`src/transposition_table_store_probe_macros.svh`:
```
`ifndef TRANSPOSITION_TABLE_STORE_PROBE_MACROS_SVH
`define TRANSPOSITION_TABLE_STORE_PROBE_MACROS_SVH

// Same-cycle implication, sampled on clk, off during reset.
`define TTSP_ASSERT_NOW(lbl, ante, cons) \
  lbl: assert property (@(posedge clk) disable iff (!rst_n) (ante) |-> (cons)) \
    else $error("ttsp check failed");

// Next-cycle implication, sampled on clk, off during reset.
`define TTSP_ASSERT_NEXT(lbl, ante, cons) \
  lbl: assert property (@(posedge clk) disable iff (!rst_n) (ante) |=> (cons)) \
    else $error("ttsp check failed");

`endif

```
`src/ttsp_pkg.sv`:
```
`default_nettype none

package ttsp_pkg;

  localparam int SLOT_COUNT_LOG2 = 10;
  localparam int SLOT_COUNT = 1 << SLOT_COUNT_LOG2;

  localparam logic [6:0] NO_SQUARE = 7'd127;

  localparam logic [1:0] OP_STORE = 2'd0;
  localparam logic [1:0] OP_PROBE = 2'd1;
  localparam logic [1:0] OP_CLEAR = 2'd2;

  localparam logic [1:0] BOUND_EXACT = 2'd0;
  localparam logic [1:0] BOUND_LOWER = 2'd1;
  localparam logic [1:0] BOUND_UPPER = 2'd2;

  typedef logic [SLOT_COUNT_LOG2-1:0] slot_idx_t;

  typedef struct packed {
    logic [6:0]         move_to;
    logic [6:0]         move_origin;
    logic signed [31:0] score;
    logic [1:0]         kind;
    logic [6:0]         depth;
  } slot_payload_t;

  typedef struct packed {
    logic          valid;
    logic [63:0]   key;
    slot_payload_t payload;
  } slot_entry_t;

  typedef enum logic [1:0] {
    ST_IDLE,
    ST_EVAL,
    ST_SWEEP
  } ctrl_state_t;

  typedef struct packed {
    logic ready;
    logic commit;
    logic sweep;
  } ctrl_cmd_t;

  typedef struct packed {
    logic item_valid;
    logic op_clear;
    logic out_stall;
    logic sweep_last;
  } ctrl_sts_t;

endpackage

`default_nettype wire

```
`src/ttsp_ctrl.sv`:
```
`default_nettype none

module ttsp_ctrl (
  input  wire logic                clk,
  input  wire logic                rst_n,
  input  wire ttsp_pkg::ctrl_sts_t sts,
  output ttsp_pkg::ctrl_cmd_t      cmd
);

  ttsp_pkg::ctrl_state_t state_r;
  ttsp_pkg::ctrl_state_t state_nxt;

  always_ff @(posedge clk) begin
    if (!rst_n) begin
      state_r <= ttsp_pkg::ST_SWEEP;
    end else begin
      state_r <= state_nxt;
    end
  end

  always_comb begin
    state_nxt = state_r;
    cmd       = '0;
    case (state_r)
      ttsp_pkg::ST_IDLE: begin
        cmd.ready = 1'b1;
        if (sts.item_valid) begin
          state_nxt = ttsp_pkg::ST_EVAL;
        end
      end
      ttsp_pkg::ST_EVAL: begin
        if (!sts.out_stall) begin
          cmd.commit = 1'b1;
          state_nxt  = sts.op_clear ? ttsp_pkg::ST_SWEEP : ttsp_pkg::ST_IDLE;
        end
      end
      ttsp_pkg::ST_SWEEP: begin
        cmd.sweep = 1'b1;
        if (sts.sweep_last) begin
          state_nxt = ttsp_pkg::ST_IDLE;
        end
      end
      default: begin
        state_nxt = ttsp_pkg::ST_IDLE;
      end
    endcase
  end

endmodule

`default_nettype wire

```
`config.mk`:
```
export PLATFORM = sky130hd
export DESIGN_NAME = ttsp_ctrl
export DESIGN_NICKNAME = d
export VERILOG_FILES = /design/src/transposition_table_store_probe_macros.svh /design/src/ttsp_pkg.sv /design/src/ttsp_ctrl.sv
export SDC_FILE = /design/constraint.sdc
export NUM_CORES = 1
export LEC_CHECK = 0
export ABC_AREA = 1
export BUFFER_PORTS_ARGS = -buffer_cell sky130_fd_sc_hd__buf_2
export CELL_PAD_IN_SITES_DETAIL_PLACEMENT = 1
export CELL_PAD_IN_SITES_GLOBAL_PLACEMENT = 1
export CORE_AREA = 2 2 39 41
export DETAILED_ROUTE_END_ITERATION = 6
export DIE_AREA = 0 0 41 43
export PLACE_DENSITY_LB_ADDON = 0.3
export SLEW_MARGIN = 20
export SYNTH_ARGS = -nofsm -noshare
export SYNTH_HDL_FRONTEND = slang
export SYNTH_SLANG_ARGS = --single-unit
```
`constraint.sdc`:
```
create_clock -name clk -period 1 [get_ports clk]
set_input_delay 0.15 -clock clk [delete_from_list [all_inputs] [get_ports clk]]
set_output_delay 0.15 -clock clk [all_outputs]
set_load 0.02 [all_outputs]
```
==> Yosys cells after proc, flatten, opt, wreduce, memory -nomap -nowiden <==
Index checks and enable logic that the tools add are counted.
{ "totals": {"wordCells": 17, "ff_bits": 2} }
{ "op_classes": {"mux": 9, "reduce_logical": 2, "eq_ne": 5} }
{ "ops": {"columns": ["op", "count"], "rows": [
  ["2-bit two-way mux", 4],
  ["2-bit != test, second input constant", 3],
  ["2-bit case mux with 3 select lines", 1],
  ["1-bit two-way mux", 4],
  ["3-bit AND reduction", 1],
  ["2-bit by 1-bit equality test with 1-bit output, second input constant", 1],
  ["2-bit equality test, second input constant", 1],
  ["2-bit zero test", 1]
]} }

==> Longest topological paths before layout <==
Gate-level depths: netlist of the first run.
{ "depth": {"ltp_word": 3, "depth_mapped": 5, "mapped_depth_nobuf": 5} }

==> Least setup slack after synthesis of the first run <==
No wires, ideal clock.
{ "synth_timing": {"path_type": "register to output", "startpoint": "register state_r[0]", "endpoint": "output cmd[1] (netlist name)", "slack_ns": -0.045, "required_ns": 0.850, "arrival_ns": 0.895, "n_path_buf": 0, "stages_incl_launch_ff": 3, "cell_sequence": "dfxtp_1 > inv_1 > nor3_1"} }
{ "synth_lines": {"columns": ["item", "line_no", "source"], "rows": [
  ["start, declared", "ttsp_ctrl.sv:10", "ttsp_pkg::ctrl_state_t state_r;"],
  ["start signal, assigned", "ttsp_ctrl.sv:15", "state_r <= ttsp_pkg::ST_SWEEP;"],
  ["start signal, assigned", "ttsp_ctrl.sv:17", "state_r <= state_nxt;"],
  ["end, declared", "ttsp_ctrl.sv:7", "output ttsp_pkg::ctrl_cmd_t cmd"]
]} }

==> metrics.yaml, run 1 <==
outcome:
  status: "finished, violations left"
  violations: "setup timing"
yosys:
  yosysMostFrequentCell: "inv_1"
  yosys.area.top_type: "dfxtp_1"
  synth_nets: 23
  synth_top_cell_area_share_pct: 36.8
  synth_ff_type: "dfxtp_1"
  ys_warn_count: 0
  yosysSeqAreaShare_pct: 36.8
  synthArstFlopShare_pct: 0
  synth_common_cells: "5 x inv_1, 3 x nand2_1, 2 x dfxtp_1, 2 x nand3_1"
  syn_inst: 17
  ys_types: 9
  avgSynthCellArea_um2: 6.40
  ys_ff_latch: 2
  yosys-top-cells-area: "dfxtp_1 37%, inv_1 17%, nand2_1 10%, nand3_1 9.2%, a21boi_1 6.9%"
  synth_edf_count: 0
  syn_area_um2: 109
final_layout:
  area_growth_pct: 102
  finalInstanceArea_um2: 220
  reg_top3: "state_r (2)"
  drive_above_1_share_pct: 58.6
  n_fill_cell: 170
  instances_no_fill: 45
  top_register: "state_r"
  largest_reg_flops: 2
  diodes: 0
  nets: 37
worst_setup_path:
  cp_top_family: "flip-flops"
  crit_fanout: 4
  crit_type: "flip-flop to output port"
  startpoint_type: "flip-flop"
  endpoint: "cmd[1]"
  cp_cell_sequence: "nor3_2 -> buf_4"
  r2r_start: "state_r[0]"
  arrival_ps: 880
  rrSetupSlack_ps: 270
  cp.required_ps: 850
  crit_buf_inv: 1
  cp-startpoint: "state_r[1]"
  worst-path-stages: 2
  cpMaxStageDelayCell: "dfxtp_2"
  worstSetupEndpointType: "output port"
  worst_path_largest_cell_delay_ps: 330
  rr_worst_depth: 3
  rr_endpoint: "state_r[0]"
timing:
  fin_crit_sh_pct: 103
  finClkSkew_ps: 1.26
  fin_ws_ps: -25.6
  min_period_ps: 1030
  rsz0062_at_grt: "yes"
  final.setup.tns_ps: -46.9
  max_freq_mhz: 975
  setup_viol_count_final: 2
  slew_violations: 0
  tightest_slew_ps: 121
  slew_headroom_pct: 91.9
  hold_ws_ps: 166
  final_hold_viol_count: 0
power:
  ir_worst_vdd_uv: 294
  leakage_nw: 0.116
  power_density_nw_per_um2: 1500
job:
  cap_viol_max_count: 0
global_route:
  grt_start_max_net_pins: 5
  antenna_found_initial: 0
  overflow: 0
  grt_pass1_vias: 173
  grt_pass1_wl_um: 607
  track_usage_pct: 5.81
clock_network:
  clk_pin_slew_ps: 30
  cts_root_buf: "clkbuf_4"
  cts_made_buffers: 3
  postCtsHoldBufs: 0
  htreeDepth: 1
  cts_tree: "done"
  clkSinkCount: 2
  clockBufferDepth: 2
  clock_latency_ps: 220
detailed_routing:
  routed_wl_um: 359
  via_per_inst: 3.31
  drtPass1Iterations: 1
  drcViolationCount: 0
  wl_per_cell_um: 7.98
  antenna_left: 0
  drtIter0Drc: 0
  vias: 149
min_path:
  hp-class: "input port to flip-flop"
die:
  die_w_um: 41
  fp-row-count: 14
  io_pins: 9
  start_util_pct: 7.87
  die_y_um: 43
  fp.coreArea_um2: 1380
  die-area_um2: 1760
place:
  gp_congestion: 0.561
  dp_hpwl_um: 282
  dp_slack_ps: 104
  io_buffers: 8
  place_area_um2: 174
  dpl.cell_count: 41
==> layer usage <==
layer  up-vias  track usage [%]  part of all wire [%]
met1        62             5.43                    40
met4         0             6.00                   1.1
met5         -                0                     0
met3         2             4.71                    14
met2         8             7.19                    45
li1         77                -                     -
==> cell families after synthesis <==
family,Yosys count,synth area share (%)
AO/OA/AOI/OAI,1,6.90
buffers and inverters,5,17.2
AND/OR/NAND/NOR,9,39.1
flip-flops,2,36.8
==> cell usage in the layout (no fill, tap or decap) <==
cell      count
clkbuf_4      3
nor3_2        1
a21boi_1      1
buf_4         3
nand4_1       1
dfxtp_4       1
inv_1         4
nor2_2        1
nand2_1       3
buf_2         5
inv_2         1
buf_6         1
nand3_1       2
dfxtp_2       1
nor2_1        1
==> tightest hold or removal path, stage by stage <==
cell and delay [ps]:
buf_2 90, nand2_1 50, a21boi_1 50
==> through the flow <==
step	power, mW	util (%)
5_1_grt	0.358	15.9
2_1_floorplan	0.120	-
6_report	0.331	15.9
3_3_place_gp	0.142	12.6
3_5_place_dp	0.144	12.6
4_1_cts	0.346	15.5
==> final cells by class <==
type / instances / area, um^2 / area share [%]
Clock buffer: 3 / 22.5 / 10.2
Inverter: 5 / 18.8 / 8.52
Multi-Input combinational cell: 10 / 55.1 / 25.0
Sequential cell: 2 / 45.0 / 20.5
Tap cell: 16 / 20.0 / 9.09
Timing Repair Buffer: 9 / 58.8 / 26.7
==> worst min path at each step <==
stage	from	to	slack (ps)	cells after the start
detailed placement	sts[3]	state_r[0]	410	3
global placement	sts[3]	state_r[0]	410	3
global route	sts[3]	state_r[0]	180	3
floorplan	rst_n	state_r[1]	290	3
finish	sts[3]	state_r[0]	170	3
CTS	sts[3]	state_r[0]	160	3
==> timing repair <==
action	4_1_cts	5_1_grt
gates resized for setup	6	2
setup endpoints to repair	3	3
buffers inserted	1	0
==> power breakdown <==
group	internal, mW	switching [mW]
logic	0.0293	0.0310
clock network	0.132	0.0469
registers	0.0850	0.00635
total	0.247	0.0842
(Power assumes the default switching activity.)
==> run 2: changes to the inputs <==
==> constraint.sdc (replaced) <==
create_clock -name clk -period 1 [get_ports clk]
set_input_delay 0.3 -clock clk [delete_from_list [all_inputs] [get_ports clk]]
set_output_delay 0.3 -clock clk [all_outputs]
set_load 0.02 [all_outputs]
==> metrics.yaml, run 2 (same netlist as run 1, synthesis figures left out) <==
detailed_routing:
  via_per_inst: 3.53
  drcViolationCount: 0
  drtPass1Iterations: 2
  routed_wl_um: 370
  drtIter0Drc: 3
  antenna_left: 0
  vias: 166
  wl_per_cell_um: 7.87
place:
  place_area_um2: 189
  io_buffers: 8
  gp_congestion: 0.553
  dp_slack_ps: -47.6
  dp_hpwl_um: 307
timing:
  setup_viol_count_final: 3
  final_hold_viol_count: 0
  slew_violations: 0
  tightest_slew_ps: 118
  min_period_ps: 1190
  max_freq_mhz: 841
  final.setup.tns_ps: -485
  slew_headroom_pct: 92.1
  fin_crit_sh_pct: 119
  fin_ws_ps: -189
  rsz0062_at_grt: "yes"
  hold_ws_ps: 313
  finClkSkew_ps: 2.92
clock_network:
  htreeDepth: 1
  clock_latency_ps: 230
  cts_made_buffers: 3
  clkSinkCount: 2
  clockBufferDepth: 2
  cts_root_buf: "clkbuf_4"
  clk_pin_slew_ps: 30
  cts_tree: "done"
global_route:
  grt_pass1_wl_um: 614
  antenna_found_initial: 0
  overflow: 0
  grt_pass1_vias: 155
  track_usage_pct: 6.31
  grt_start_max_net_pins: 6
worst_setup_path:
  crit_fanout: 4
  arrival_ps: 890
  startpoint_type: "flip-flop"
  crit_type: "flip-flop to output port"
  worstSetupEndpointType: "output port"
  cp.required_ps: 700
final_layout:
  reg_top3: "state_r (2)"
  largest_reg_flops: 2
  top_register: "state_r"
  fin_util_pct: 17.6
  multi_input_area_um2: 57.6
  most-common-layout-cells: "5 x buf_2, 4 x buf_4, 3 x nand2_1, 3 x inv_1, 3 x clkbuf_4"
  area_growth_pct: 124
  diodes: 0
  n_fill_cell: 171
  finalInstanceArea_um2: 244
  nets: 39
  regArea_um2: 47.5
  mostFrequentLayoutCell: "buf_2"
  drive_above_1_share_pct: 67.7
power:
  power_density_nw_per_um2: 1400
  power_frac_seq_pct: 26.9
  combPwrFrac_pct: 21.1
  p_switching_mw: 0.0856
  leakage_nw: 0.125
  p_int_mw: 0.255
  ir_worst_vdd_uv: 456
  p_clk_share_pct: 51.9
  p_sw_share_pct: 25.1
min_path:
  hp-class: "input port to flip-flop"
outcome:
  status: "finished, violations left"
  violations: "setup timing"
die:
  die_w_um: 41
  start_util_pct: 7.87
  die-area_um2: 1760
  io_pins: 9
  die_y_um: 43
  fp-row-count: 14
  fp.coreArea_um2: 1380
job:
  cap_viol_max_count: 0
run 2: changes by cell type in the layout (fill, tap and decap cells not counted), sizes merged:
cell and change:
buf +2
run 2: critical path, stage by stage (launching register included):
cell and delay, ps:
dfxtp_4 350, nor3_2 160, buf_4 160
run 2: cell type report:
| cell class | count | share of cell area (%) |
|---|---|---|
| clock buffers | 3 | 9.23 |
| inverters | 5 | 7.69 |
| multi-input cells | 10 | 23.6 |
| flip-flops and latches | 2 | 19.5 |
| well taps | 16 | 8.21 |
| repair buffers | 11 | 31.8 |
run 2: repair_timing:
action	CTS	global route
buffers inserted	0	1
resized for setup	7	5
pin swaps	0	1
setup endpoints to repair	3	3
hold buffers	0	0
run 2: path summary, 6_finish.rpt:
kind | from | to | slack (ps) | cells past startpoint
setup reg to reg | state_r[0] | state_r[1] | 170 | 6
hold reg to reg | state_r[0] | state_r[0] | 530 | 2
setup / recovery | state_r[1] | cmd[1] | -190 | 2
hold / removal | sts[3] | state_r[0] | 310 | 3
run 2: layer usage:
| metal | GRT usage, % | up-vias | wire length [um] |
|---|---|---|---|
| met5 | 0 | - | 0 |
| met4 | 6.00 | 0 | 8 |
| met3 | 7.85 | 2 | 61 |
| met2 | 5.63 | 11 | 146 |
| met1 | 6.69 | 71 | 153 |
| li1 | - | 82 | - |
run 2: power groups by stage:
| stage | logic [mW] | clock network, mW | registers [mW] |
|---|---|---|---|
| CTS | 0.0633 | 0.191 | 0.0921 |
| finish | 0.0720 | 0.177 | 0.0918 |
| global placement | 0.0565 | 0 | 0.0932 |
| detailed placement | 0.0580 | 0 | 0.0935 |
| floorplan | 0.0282 | 0 | 0.0921 |
| global route | 0.0805 | 0.204 | 0.0932 |
run 2: through the flow:
stage	power, mW	instances
CTS	0.346	46
finish	0.341	47
floorplan	0.120	17
detailed placement	0.151	43
global placement	0.150	43
global route	0.377	47
